$ cat src/design/nbcr_pkg.sv
package nbcr_pkg;

  localparam int unsigned PHASE_BITS = 24;
  localparam int unsigned STEP_W     = PHASE_BITS;
  localparam int unsigned GAIN_W     = 17;
  localparam int unsigned GAIN_FRAC  = 16;
  localparam int unsigned SAMPLE_W   = 16;
  localparam int unsigned HIST_W     = 32;
  localparam int unsigned WINDOW_LEN = 4;
  localparam int unsigned SUM_W      = SAMPLE_W + $clog2(WINDOW_LEN);

  localparam int unsigned APB_DATA_W = 32;
  localparam int unsigned APB_ADDR_W = 3;
  localparam int unsigned IN_DATA_W  = 16;
  localparam int unsigned OUT_DATA_W = 40;

  localparam logic [STEP_W-1:0] STEP_RESET = STEP_W'(419430);
  localparam logic [GAIN_W-1:0] GAIN_RESET = GAIN_W'(19661);

  typedef enum logic {
    REG_PHASE_STEP = 1'b0,
    REG_LOOP_GAIN  = 1'b1
  } reg_idx_e;

  // control into the phase accumulator
  typedef struct packed {
    logic advance;
    logic sample_pos;
    logic avg_pos;
  } loop_ctrl_t;

  // control into the bit slicer
  typedef struct packed {
    logic advance;
    logic wrap;
  } slice_ctrl_t;

endpackage

$ cat src/design/nbcr_regs.sv
module nbcr_regs (
  input  logic                                   clk_i,
  input  logic                                   rst_ni,
  input  logic                                   psel,
  input  logic                                   penable,
  input  logic                                   pwrite,
  input  logic [nbcr_pkg::APB_ADDR_W-1:0]        paddr,
  input  logic [nbcr_pkg::APB_DATA_W-1:0]        pwdata,
  output logic [nbcr_pkg::APB_DATA_W-1:0]        prdata,
  output logic                                   pready,
  output logic [nbcr_pkg::STEP_W-1:0]            phase_step_o,
  output logic [nbcr_pkg::GAIN_W-1:0]            loop_gain_o
);
  import nbcr_pkg::*;

  logic [STEP_W-1:0] phase_step_q;
  logic [GAIN_W-1:0] loop_gain_q;
  logic              wr_en;
  reg_idx_e          reg_idx;

  assign pready  = 1'b1;
  assign wr_en   = psel && penable && pwrite && pready;
  assign reg_idx = reg_idx_e'(paddr[APB_ADDR_W-1:2]);

  always_ff @(posedge clk_i or negedge rst_ni) begin
    if (!rst_ni) begin
      phase_step_q <= STEP_RESET;
      loop_gain_q  <= GAIN_RESET;
    end else if (wr_en) begin
      unique case (reg_idx)
        REG_PHASE_STEP: phase_step_q <= pwdata[STEP_W-1:0];
        REG_LOOP_GAIN:  loop_gain_q  <= pwdata[GAIN_W-1:0];
        default:        phase_step_q <= phase_step_q;
      endcase
    end
  end

  always_comb begin
    unique case (reg_idx)
      REG_PHASE_STEP: prdata = APB_DATA_W'(phase_step_q);
      REG_LOOP_GAIN:  prdata = APB_DATA_W'(loop_gain_q);
      default:        prdata = '0;
    endcase
  end

  assign phase_step_o = phase_step_q;
  assign loop_gain_o  = loop_gain_q;

endmodule

$ cat src/design/nbcr_phase.sv
module nbcr_phase (
  input  logic                         clk_i,
  input  logic                         rst_ni,
  input  nbcr_pkg::loop_ctrl_t         ctrl_i,
  input  logic [nbcr_pkg::STEP_W-1:0]  phase_step_i,
  input  logic [nbcr_pkg::GAIN_W-1:0]  loop_gain_i,
  output logic                         wrap_o
);
  import nbcr_pkg::*;

  localparam int unsigned DW = PHASE_BITS + 1;
  localparam int unsigned PW = DW + GAIN_W + 1;
  localparam int unsigned CW = PW - GAIN_FRAC;
  localparam int unsigned NW = PHASE_BITS + 4;
  localparam int unsigned TW = PHASE_BITS + 2;

  localparam logic signed [DW-1:0] HALF = {2'b01, {(PHASE_BITS - 1){1'b0}}};
  localparam logic signed [NW-1:0] FULL = {4'b0001, {PHASE_BITS{1'b0}}};

  logic [PHASE_BITS-1:0]    phase_q, phase_d;
  logic                     last_sign_q, last_sign_d;
  logic signed [DW-1:0]     delta;
  logic signed [PW-1:0]     prod;
  logic signed [CW-1:0]     corr;
  logic signed [NW-1:0]     pulled;
  logic [PHASE_BITS:0]      clamped;
  logic [PHASE_BITS:0]      base;
  logic [TW-1:0]            total;

  assign delta = $signed({1'b0, phase_q}) - HALF;
  assign prod  = delta * $signed({1'b0, loop_gain_i});
  // arithmetic shift floors toward minus infinity
  assign corr  = prod[PW-1:GAIN_FRAC];
  assign pulled = $signed({4'b0000, phase_q}) - $signed({{(NW - CW){corr[CW-1]}}, corr});

  always_comb begin
    priority if (pulled[NW-1]) begin
      clamped = '0;
    end else if (pulled > FULL) begin
      clamped = FULL[PHASE_BITS:0];
    end else begin
      clamped = pulled[PHASE_BITS:0];
    end
  end

  assign base   = (ctrl_i.sample_pos != last_sign_q) ? clamped : {1'b0, phase_q};
  assign total  = {1'b0, base} + {2'b00, phase_step_i};
  assign wrap_o = total[TW-1:PHASE_BITS] != 2'b00;

  // total stays below two periods, so dropping the top bits removes one period
  assign phase_d     = ctrl_i.advance ? total[PHASE_BITS-1:0] : phase_q;
  assign last_sign_d = !ctrl_i.advance ? last_sign_q :
                       wrap_o          ? ctrl_i.avg_pos : ctrl_i.sample_pos;

  always_ff @(posedge clk_i or negedge rst_ni) begin
    if (!rst_ni) begin
      phase_q     <= '0;
      last_sign_q <= 1'b0;
    end else begin
      phase_q     <= phase_d;
      last_sign_q <= last_sign_d;
    end
  end

endmodule

$ cat src/design/nbcr_slicer.sv
module nbcr_slicer (
  input  logic                                  clk_i,
  input  logic                                  rst_ni,
  input  nbcr_pkg::slice_ctrl_t                 ctrl_i,
  input  logic signed [nbcr_pkg::SAMPLE_W-1:0]  sample_i,
  output logic                                  avg_pos_o,
  output logic                                  bit_value_o,
  output logic [nbcr_pkg::HIST_W-1:0]           history_o
);
  import nbcr_pkg::*;

  localparam logic signed [SUM_W-1:0] THRESH = SUM_W'(WINDOW_LEN);

  // previous samples, newest first
  logic signed [SAMPLE_W-1:0] window_q [WINDOW_LEN-1];
  logic signed [SUM_W-1:0]    sum;
  logic [HIST_W-1:0]          hist_q;

  always_comb begin
    sum = SUM_W'(sample_i);
    for (int k = 0; k < WINDOW_LEN - 1; k++) begin
      sum = sum + SUM_W'(window_q[k]);
    end
  end

  assign avg_pos_o   = sum >= THRESH;
  assign bit_value_o = !avg_pos_o;
  assign history_o   = {hist_q[HIST_W-2:0], bit_value_o};

  always_ff @(posedge clk_i or negedge rst_ni) begin
    if (!rst_ni) begin
      for (int k = 0; k < WINDOW_LEN - 1; k++) begin
        window_q[k] <= '0;
      end
      hist_q <= '0;
    end else if (ctrl_i.advance) begin
      window_q[0] <= sample_i;
      for (int k = 1; k < WINDOW_LEN - 1; k++) begin
        window_q[k] <= window_q[k-1];
      end
      if (ctrl_i.wrap) begin
        hist_q <= history_o;
      end
    end
  end

endmodule

$ cat src/design/nrz_bit_clock_recovery_unit.sv
// nrz bit clock recovery
// input stream: one signed 16-bit discriminator sample per request on s_axis
// output stream: one decided bit and the 32-bit history of decided bits, sent
//   only on samples where the bit-period phase wraps (about one per
//   sample_rate / baud samples)
// apb port: register 0 (address 0) phase step, register 1 (address 4) loop
//   gain in q1.16; writes are meant for an idle block
// processing: a sample in the input register enters the phase loop once the
//   result register is free; when the phase wraps, its result enters the output
//   register, which drives m_axis_tvalid
// throughput: one sample per cycle while no result stalls, limited by the phase
//   loop (gain multiply, clamp and step add on the stored phase)
// stalls: the input register waits while the output register holds a result
//   not yet taken; s_axis_tready falls only then
// reset: phase, sign, sample window and history clear; registers return to
//   1200 baud at 48 kHz and a gain of 0.3
module nrz_bit_clock_recovery_unit (
  input  logic                                clk_i,
  input  logic                                rst_ni,
  input  logic                                s_axis_tvalid,
  output logic                                s_axis_tready,
  input  logic [nbcr_pkg::IN_DATA_W-1:0]      s_axis_tdata,  // [15:0] sample
  output logic                                m_axis_tvalid,
  input  logic                                m_axis_tready,
  output logic [nbcr_pkg::OUT_DATA_W-1:0]     m_axis_tdata,  // [0] bit_value, [32:1] bit_history
  input  logic                                psel,
  input  logic                                penable,
  input  logic                                pwrite,
  input  logic [nbcr_pkg::APB_ADDR_W-1:0]     paddr,
  input  logic [nbcr_pkg::APB_DATA_W-1:0]     pwdata,
  output logic [nbcr_pkg::APB_DATA_W-1:0]     prdata,
  output logic                                pready
);
  import nbcr_pkg::*;

  logic [STEP_W-1:0]          phase_step;
  logic [GAIN_W-1:0]          loop_gain;
  logic                       in_valid_q, in_valid_d;
  logic signed [SAMPLE_W-1:0] sample_q;
  logic                       out_valid_q, out_valid_d;
  logic                       out_bit_q;
  logic [HIST_W-1:0]          out_hist_q;
  logic                       out_free;
  logic                       advance;
  logic                       wrap;
  logic                       avg_pos;
  logic                       bit_value;
  logic [HIST_W-1:0]          history;
  loop_ctrl_t                 loop_ctrl;
  slice_ctrl_t                slice_ctrl;

  nbcr_regs u_regs (
    .clk_i        (clk_i),
    .rst_ni       (rst_ni),
    .psel         (psel),
    .penable      (penable),
    .pwrite       (pwrite),
    .paddr        (paddr),
    .pwdata       (pwdata),
    .prdata       (prdata),
    .pready       (pready),
    .phase_step_o (phase_step),
    .loop_gain_o  (loop_gain)
  );

  assign out_free      = !out_valid_q || m_axis_tready;
  assign advance       = in_valid_q && out_free;
  assign s_axis_tready = !in_valid_q || out_free;

  assign loop_ctrl.advance    = advance;
  assign loop_ctrl.sample_pos = !sample_q[SAMPLE_W-1] && (sample_q != '0);
  assign loop_ctrl.avg_pos    = avg_pos;

  assign slice_ctrl.advance = advance;
  assign slice_ctrl.wrap    = wrap;

  nbcr_phase u_phase (
    .clk_i        (clk_i),
    .rst_ni       (rst_ni),
    .ctrl_i       (loop_ctrl),
    .phase_step_i (phase_step),
    .loop_gain_i  (loop_gain),
    .wrap_o       (wrap)
  );

  nbcr_slicer u_slicer (
    .clk_i       (clk_i),
    .rst_ni      (rst_ni),
    .ctrl_i      (slice_ctrl),
    .sample_i    (sample_q),
    .avg_pos_o   (avg_pos),
    .bit_value_o (bit_value),
    .history_o   (history)
  );

  // input register
  assign in_valid_d = s_axis_tready ? s_axis_tvalid : in_valid_q;

  always_ff @(posedge clk_i or negedge rst_ni) begin
    if (!rst_ni) begin
      in_valid_q <= 1'b0;
    end else begin
      in_valid_q <= in_valid_d;
    end
  end

  always_ff @(posedge clk_i) begin
    if (s_axis_tvalid && s_axis_tready) begin
      sample_q <= s_axis_tdata[SAMPLE_W-1:0];
    end
  end

  // result register
  always_comb begin
    priority if (advance && wrap) begin
      out_valid_d = 1'b1;
    end else if (m_axis_tready) begin
      out_valid_d = 1'b0;
    end else begin
      out_valid_d = out_valid_q;
    end
  end

  always_ff @(posedge clk_i or negedge rst_ni) begin
    if (!rst_ni) begin
      out_valid_q <= 1'b0;
    end else begin
      out_valid_q <= out_valid_d;
    end
  end

  always_ff @(posedge clk_i) begin
    if (advance && wrap) begin
      out_bit_q  <= bit_value;
      out_hist_q <= history;
    end
  end

  assign m_axis_tvalid = out_valid_q;
  assign m_axis_tdata  = {{(OUT_DATA_W - HIST_W - 1){1'b0}}, out_hist_q, out_bit_q};

endmodule

$ cat config.mk
export PLATFORM = sky130hd
export DESIGN_NAME = nrz_bit_clock_recovery_unit
export DESIGN_NICKNAME = d
export VERILOG_FILES = /design/src/design/nbcr_pkg.sv /design/src/design/nbcr_regs.sv /design/src/design/nbcr_phase.sv /design/src/design/nbcr_slicer.sv /design/src/design/nrz_bit_clock_recovery_unit.sv
export SDC_FILE = /design/constraint.sdc
export NUM_CORES = 1
export LEC_CHECK = 0
export ABC_AREA = 0
export BUFFER_PORTS_ARGS = -buffer_cell sky130_fd_sc_hd__buf_4
export CAP_MARGIN = 30
export CORE_MARGIN = 4
export CORE_UTILIZATION = 60
export DETAILED_ROUTE_END_ITERATION = 7
export GPL_TIMING_DRIVEN = 0
export PLACE_DENSITY = 0.78
export SETUP_SLACK_MARGIN = 0.3
export SLEW_MARGIN = 20
export SYNTH_ARGS = -nofsm -noshare
export SYNTH_HDL_FRONTEND = slang
export SYNTH_SLANG_ARGS = --single-unit
export TNS_END_PERCENT = 30
$ cat constraint.sdc
create_clock -name clk_i -period 14.1 [get_ports clk_i]
set_clock_uncertainty 0.1 [all_clocks]
set_input_delay 2.82 -clock clk_i [delete_from_list [all_inputs] [get_ports clk_i]]
set_output_delay 2.82 -clock clk_i [all_outputs]
set_load 0.05 [all_outputs]
# [Word level (Yosys, flattened, before mapping)]
# Index checks and enable logic that the tools add are counted.
[word_totals] reg_bits=196 input_bits=58 output_inout_bits=75 elab_cells=49
[op_classes] n_addsub=6 multipliers=1 order_cmp=2 n_eq_ne=1 mux=7 bitwise_logic=1 n_reduce_logical=18
[op_table] op="2-to-1 mux 25 bit" count=3
[op_table] op="one-hot mux 32 bit (2 select lines)" count=1
[op_table] op="multiplier 25 x 18 -> 43 bit" count=1
[op_table] op="greater-than comparator 28 x 26 -> 1 bit (second input constant)" count=1
[op_table] op="subtractor 25 x 27 -> 28 bit" count=1
[op_table] op="adder 25 x 24 -> 26 bit" count=1
[op_table] op="subtractor 24 x 24 -> 25 bit (second input constant)" count=1
[op_table] op="adder 17 x 16 -> 18 bit" count=1
[op_table] op="adder 18 x 16 -> 18 bit" count=1
[op_table] op=">= comparator 18 x 4 -> 1 bit (second input constant)" count=1
[op_table] op="adder 16 x 16 -> 17 bit" count=1
[op_table] op="nonzero test 16 bit" count=1
[op_table] op="logical AND 1 bit" count=6
[op_table] op="AND reduction 2 bit" count=3
[op_table] op="logical NOT 1 bit" count=4
[op_table] op="nonzero test 2 bit" count=2
[op_table] op="2-to-1 mux 1 bit" count=3
[op_table] op="logical OR 1 bit" count=2
[op_table] op="!= test 1 bit" count=1
[op_table] op="NOT 1 bit" count=1

# [Depth between registers and ports, before layout]
# Gate-level depths: netlist of the first run.
[logic_depth] ltp_word=11 depth_mapped=56 ltp_nobuf=52

# [Modules after synthesis]
# A second synthesis of the first run with hierarchy kept.
[unflattened] cells_unflattened=2798 hier_area_um2=27103.5
[modules_own_cells] module="nbcr_phase" instances=1 cells_each=2123 area_each_um2=18624.1 seq_area_each_um2=625.6
[modules_own_cells] module="nbcr_slicer" instances=1 cells_each=477 area_each_um2=4817.1 seq_area_each_um2=1976.9
[modules_own_cells] module="nbcr_regs" instances=1 cells_each=125 area_each_um2=1998.2 seq_area_each_um2=1048.5
[modules_own_cells] module="nrz_bit_clock_recovery_unit" instances=1 cells_each=73 area_each_um2=1664.1 seq_area_each_um2=1521.5

# [Least setup slack after synthesis of the first run]
# No wires, ideal clock.
[synth_timing] path_kind="register to register" from="reg u_regs.loop_gain_q[11], in the netlist u_regs.loop_gain_o[11]" to="reg u_slicer.hist_q[21]" arrival_time_ns=11.985 t_required_ns=13.875 setup_slack_ns=1.890 path_stages_with_launch=53 path_buffers=5 cell_sequence="dfstp_2 clkbuf_1 clkbuf_1 nand2_1 fa_1 inv_1 fa_1 fa_1 fa_1 fa_1 inv_1 fa_1 inv_1 ha_1 a211oi_2 o22ai_1 a31oi_2 o41ai_4 [17 not listed] buf_8 a22o_1 ha_1 inv_1 fa_1 nand2b_1 a21oi_2 o2111a_1 o221a_2 a31oi_2 o31ai_4 inv_1 or4_1 a211o_1 nand3_2 inv_4 buf_12 mux2_4"
[synth_between] elab_chain_cells=9
[synth_lines] element="start: declaration" line="nbcr_regs.sv:17" source="logic [GAIN_W-1:0] loop_gain_q;"
[synth_lines] element="start signal: assignment" line="nbcr_regs.sv:32" source="REG_LOOP_GAIN: loop_gain_q <= pwdata[GAIN_W-1:0];"
[synth_lines] element="multiplier 25 x 18 -> 43 bit *" line="nbcr_phase.sv:31" source="assign prod = delta * $signed({1'b0, loop_gain_i});"
[synth_lines] element="subtractor 25 x 27 -> 28 bit *" line="nbcr_phase.sv:34" source="assign pulled = $signed({4'b0000, phase_q}) - $signed({{(NW - CW){corr[CW-1]}}, corr});"
[synth_lines] element="greater-than comparator 28 x 26 -> 1 bit" line="nbcr_phase.sv:39" source="end else if (pulled > FULL) begin"
[synth_lines] element="2-to-1 mux 25 bit" line="nbcr_phase.sv:39"
[synth_lines] element="2-to-1 mux 25 bit *" line="nbcr_phase.sv:37" source="priority if (pulled[NW-1]) begin"
[synth_lines] element="2-to-1 mux 25 bit *" line="nbcr_phase.sv:46" source="assign base = (ctrl_i.sample_pos != last_sign_q) ? clamped : {1'b0, phase_q};"
[synth_lines] element="adder 25 x 24 -> 26 bit *" line="nbcr_phase.sv:47" source="assign total = {1'b0, base} + {2'b00, phase_step_i};"
[synth_lines] element="nonzero test 2 bit *" line="nbcr_phase.sv:48" source="assign wrap_o = total[TW-1:PHASE_BITS] != 2'b00;"
[synth_lines] element="AND reduction 2 bit (no line) *"
[synth_lines] element="end signal: assignment" line="nbcr_slicer.sv:42" source="hist_q <= history_o;"
[synth_lines] element="end: declaration" line="nbcr_slicer.sv:17" source="logic [HIST_W-1:0] hist_q;"
# Mark *: on every way between the ends. The rest lies on a longest branch, timed or not.
# A chain may end at the register's enable or synchronous reset.

# [Worst setup path in the final report of the first run]
[layout_timing] from="reg u_regs.loop_gain_q[7], in the netlist u_regs.loop_gain_o[7]" to="reg u_slicer.hist_q[21]"
# Same word-level chain as after synthesis.

==> impl_metrics.toml, run 1 <==
[status]
status = "finished, final reports clean"

[synth]
syn_inst = 2775
synthTopCellsByArea = "fa_1 33%, dfrtp_1 12%, ha_1 7.7%, inv_1 7.1%, and2_1 5.5%"
synth-warning-count = 0
ys_seq_area_frac = 0.192
synth_area_leader_cell = "fa_1"
synthFlopType = "dfrtp_1"
synthSimpleGateAreaFrac = 0.154
synth-xor-area-share = 0.0249
synth-compound-area-share = 0.0862
synth_top_family_by_area = "adder cells"
synthAdderAreaFrac = 0.405
synthMuxAreaShare = 0.0419
syn_avg_cell_area_um2 = 9.64
ys_ff_latch = 195
synth_cell_type_count = 91
ys_async_sr_fraction = 0.754
syn-cell-area_um2 = 26700
synth.top_cell.area_share = 0.328
synth-edff-count = 48

[global_routing]
grt-ovfl-total = 0
grt_pass1_vias = 21900
grt_max_degree = 82
antenna_found_initial = 2
grt_first_pass_wirelength_um = 118000
track_usage = 0.321

[setup_path]
critical_path.max_stage_delay_ps = 610
cpMostUsedCell = "fa_1"
r2r_end = "u_slicer.hist_q[21]"
start_kind = "flop"
worstSetupPathType = "reg -> reg"
cp_max_fo = 41
crit_path_end = "u_slicer.hist_q[21]"
crit_slowest_cell = "dfstp_2"
worst-r2r-cell-count = 48
reg2reg_slack_ps = 610
r2r_start = "u_regs.loop_gain_o[7]"
worstPathArrival_ps = 13720
cp.required_ps = 14330
startpoint = "u_regs.loop_gain_o[7]"
endpoint_kind = "flop"

[floorplan]
die_x_um = 219
io_pins = 133
start_util = 0.606
rows = 77
chipHeight_um = 219
core_um2 = 44100
die_area_um2 = 48000

[sta]
finalCritPeriodShare = 0.957
hold_viol = 0
rsz0062_at_grt = "no"
slew_headroom = 0.357
post-route-min-period_ps = 13490
timing.fmax_mhz = 74.1
setup_tns_ps = 0
worst_pin_slew_ps = 959
setup_viol = 0
final_max_slew_viol_count = 0
hold_slack_ps = 381

[finish]
drive_gt1_frac = 0.139
utilization = 0.665
fin_cells = 3538
n_fill_cell = 3499
nets = 3593
syn_to_final_growth_pct = 9.63

[cts]
clk_pin_slew_ps = 70
cts_root_buf = "clkbuf_16"
clockBufferDepth = 2
clock_latency_ps = 450
ctsHtreeMaxLevel = 4
cts_tree = "yes"
cts_hold_buf = 0
cts.sinks = 195
cts_buffers = 17

[place]
post-place-cells = 3487
hpwl_um = 59900
gp_congestion = 0.958
port-buffer-count = 105

[routing]
routed_wl_um = 75200
route.antenna.remaining_nets = 0
routedWlPerCell_um = 21.3
viasPerCell = 5.79
drc = 0
num_vias = 20500
dr.pass1.iters = 8
drtIter0Drc = 1537

[job]
cap_violations = 0

[min_path]
min_path_type = "reg -> reg"
hp-start = "u_slicer.hist_q[0]"
[worst min-delay path by stage]
stage | to | slack [ps] | cells past startpoint
final | out_hist_q[1] | 380 | 0
after detailed placement | out_hist_q[31] | 340 | 0
after global placement | out_hist_q[31] | 330 | 0
after floorplan | out_hist_q[31] | 320 | 0
after CTS | out_hist_q[1] | 380 | 0
after global routing | out_hist_q[3] | 400 | 0
[layer usage]
layer / vias up / wire [um] / track usage
li1: 8978 / - / -
met1: 10400 / 28800 / 0.418
met2: 924 / 36700 / 0.526
met3: 218 / 6110 / 0.0595
met4: 2 / 3650 / 0.148
met5: - / 13 / 0
[flip-flops by register name (all words and copies together), names as in the netlist]
name	flops
u_slicer.hist_q	31
u_regs.phase_step_o	24
u_phase.phase_q	24
in_valid_q	1
m_axis_tvalid	1
sample_q	16
u_phase.last_sign_q	1
out_hist_q	32
u_slicer.window_q	48
u_regs.loop_gain_o	17
[cells by family (layout without fill, tap and decap cells)]
logic type	after synthesis	in the layout
flip-flops	195	195
buffers and inverters	642	798
XOR/XNOR	76	76
AND/OR/NAND/NOR	831	831
AO/OA/AOI/OAI	336	336
multiplexers	90	90
other	2	17
adder cells (fa/ha/maj)	603	603
[layout make-up]
class | instances | area [um2] | share of cell area
diodes | 1 | 2.50 | 0.0000853
plain buffers | 134 | 798 | 0.0272
clock buffers | 19 | 443 | 0.0151
clock inverters | 13 | 123 | 0.00418
inverters | 507 | 1910 | 0.0651
multi-input cells | 1952 | 19200 | 0.654
flip-flops and latches | 195 | 5180 | 0.177
well taps | 592 | 741 | 0.0253
repair buffers | 125 | 966 | 0.0329
[stage by stage]
stage               setup slack [ps]  instance area, um2
detailed placement              -222               28400
global placement               -44.3               28300
global route                     274               29300
CTS                              307               29100
floorplan                       1890               26800
finish                           611               29300
[repair_timing]
| action | in CTS | in global routing |
|---|---|---|
| setup buffers | 3 | 16 |
| pin swaps | 2 | 7 |
| resized for setup | 68 | 110 |
| endpoints found under the setup margin | 65 | 65 |
[cell usage in the layout, fill, tap and decap left out, types with 12 or more instances in the layout]
master,count
a211oi_1,12
a21o_1,27
a21oi_1,77
a22o_1,20
and2_1,237
buf_4,150
clkbuf_1,43
clkbuf_16,17
clkbuf_2,30
clkbuf_4,16
conb_1,16
dfrtp_1,116
dfstp_2,15
edfxtp_1,48
fa_1,436
ha_1,163
inv_1,505
mux2_2,60
mux2_4,29
nand2_1,388
nand2b_1,35
nand3_1,18
nand4_1,15
nor2_1,50
nor2b_1,23
nor3_1,18
o21a_1,16
o21ai_0,80
xnor2_1,42
xor2_1,34
[synth_stat cells (all sizes together) (8+ instances only)]
library cell and count:
a211oi 16, o31ai 8, nor2 50, inv 507
and2 237, nand3 19, dfstp 18, xor2 34
nor4 10, clkbuf 107, a31oi 9, o21ai 89
dfrtp 129, nor3 18, o21a 16, nor2b 23
a21o 27, ha 165, nand4 15, mux2 89
o211ai 8, edfxtp 48, buf 28, nand2 388
fa 438, a21oi 84, xnor2 42, nand2b 35
a22o 20
[critical path: cells and delay by family (launching register included)]
| family | cells | cell delay [ps] |
|---|---|---|
| adders and majority gates | 10 | 4100 |
| AOI/OAI and AO/OA | 14 | 3380 |
| and+or+nand+nor | 10 | 3030 |
| buffers and inverters | 12 | 1590 |
| DFF | 1 | 610 |
| muxes | 1 | 330 |
| xor gates and xnor gates | 1 | 140 |
Power of run 1 is left out: the tool's default activity adds up to more than one toggle a clock period on the data nets, which glitch-free logic cannot reach.
==> run 2, diff against run 1 <==
Settings changed: RECOVER_POWER set to 25.
==> impl_metrics.toml, run 2 (synthesis results as in run 1) <==
[floorplan]
die_area_um2 = 48000
die_x_um = 219
io_pins = 133
chipHeight_um = 219
core_um2 = 44100
rows = 77
start_util = 0.606

[sta]
final_max_slew_viol_count = 81
setup_viol = 0
timing.fmax_mhz = 74.2
finalCritPeriodShare = 0.956
post-route-min-period_ps = 13480
slew_headroom = -2.08
hold_viol = 0
rsz0062_at_grt = "no"
worst_pin_slew_ps = 4610

[min_path]
min_path_type = "reg -> reg"
hp-start = "u_slicer.hist_q[0]"
whs_path_depth = 0
holdPathEnd = "out_hist_q[1]"

[routing]
drtIter0Drc = 1704
route.antenna.remaining_nets = 0
routedWlPerCell_um = 21.2
routed_wl_um = 75100
num_vias = 20500
drc = 0
dr.pass1.iters = 7
viasPerCell = 5.79

[global_routing]
grt_pass1_vias = 21900
antenna_found_initial = 2
grt-ovfl-total = 0
grt_first_pass_wirelength_um = 118000
grt_max_degree = 82
track_usage = 0.321

[place]
hpwl_um = 59900
gp_congestion = 0.958
port-buffer-count = 105

[finish]
drive_gt1_frac = 0.139
mostFrequentLayoutCell = "inv_1"
nets = 3593
syn_to_final_growth_pct = 9.58
n_fill_cell = 3501
largest_reg_flops = 48
final_cell_mix = "505 x inv_1, 436 x fa_1, 388 x nand2_1"
largest_register = "u_slicer.window_q"
utilization = 0.664
top_regs = "u_slicer.window_q (48), out_hist_q (32), u_slicer.hist_q (31)"

[setup_path]
worst-r2r-cell-count = 52
crit_slowest_cell = "fa_1"
critical_path.max_stage_delay_ps = 600
worstSetupPathType = "reg -> reg"
cp_max_fo = 41
r2r_end = "u_slicer.hist_q[21]"
r2r_start = "u_phase.phase_q[6]"
reg2reg_slack_ps = 620
start_kind = "flop"
worstPathArrival_ps = 13720
endpoint_kind = "flop"
cp.required_ps = 14330
cpMostUsedCell = "fa_1"

[cts]
cts.sinks = 195
ctsHtreeMaxLevel = 4
clockBufferDepth = 2
clock_latency_ps = 450
cts_buffers = 17
cts_tree = "yes"
clk_pin_slew_ps = 70
cts_root_buf = "clkbuf_16"

[status]
status = "finished with violations"
violations = "max-capacitance violations, max-slew violations"

[job]
cap_violations = 1
## run 2: worst max-delay path by stage
stage | from | endpoint | depth (start not counted)
finish | u_phase.phase_q[6] | u_slicer.hist_q[21] | 52
global route | u_regs.loop_gain_o[7] | u_slicer.hist_q[21] | 51
CTS | u_phase.phase_q[20] | u_slicer.hist_q[21] | 50
detailed placement | u_phase.phase_q[10] | u_slicer.hist_q[21] | 52
global placement | u_phase.phase_q[9] | u_slicer.hist_q[25] | 52
floorplan | u_regs.loop_gain_o[11] | u_slicer.hist_q[21] | 52
## run 2: cell type report
cell class | count | area (um2) | share of cell area
flip-flops and latches | 195 | 5180 | 0.177
plain buffers | 134 | 798 | 0.0272
clock buffers | 19 | 443 | 0.0151
repair buffers | 125 | 955 | 0.0326
multi-input cells | 1952 | 19200 | 0.654
well taps | 592 | 741 | 0.0253
inverters | 507 | 1910 | 0.0651
diodes | 1 | 2.50 | 0.0000854
clock inverters | 13 | 123 | 0.00418
## run 2: routing by layer
| layer | track usage | share of wire | vias up | wire (um) |
|---|---|---|---|---|
| met3 | 0.0595 | 0.080 | 227 | 6000 |
| met4 | 0.148 | 0.050 | 2 | 3720 |
| met1 | 0.418 | 0.38 | 10400 | 28800 |
| met2 | 0.526 | 0.49 | 897 | 36600 |
| li1 | - | - | 8977 | - |
| met5 | 0 | 0.00017 | - | 13 |
## run 2: what timing repair did
action,CTS,global route
pin swaps,2,7
hold buffers,0,0
resized for setup,68,110
buffers inserted,3,16
endpoints found under the setup margin,65,65
endpoints found under the hold margin,0,0
## run 2: stage by stage
| stage | setup WS [ps] | cells | cell area (um2) | TNS (ps) | hold slack (ps) |
|---|---|---|---|---|---|
| final | 616 | 3538 | 29300 | 0 | 381 |
| after detailed placement | -222 | 3487 | 28400 | -5700 | 344 |
| after global routing | 274 | 3538 | 29300 | 0 | 397 |
| after global placement | -44.3 | 3486 | 28300 | -373 | 328 |
| after floorplan | 1890 | 2789 | 26800 | 0 | 319 |
| after CTS | 307 | 3521 | 29100 | 0 | 381 |
## run 2: critical path, delay by kind of cell (launching register included)
kind,cells,cell delay (ps)
adders and majority gates,10,4260
AOI/OAI and AO/OA,22,4930
and+or+nand+nor,8,1670
DFF,1,590
buffers and inverters,11,1390
muxes,1,330
Power of run 2 is left out for the same reason.
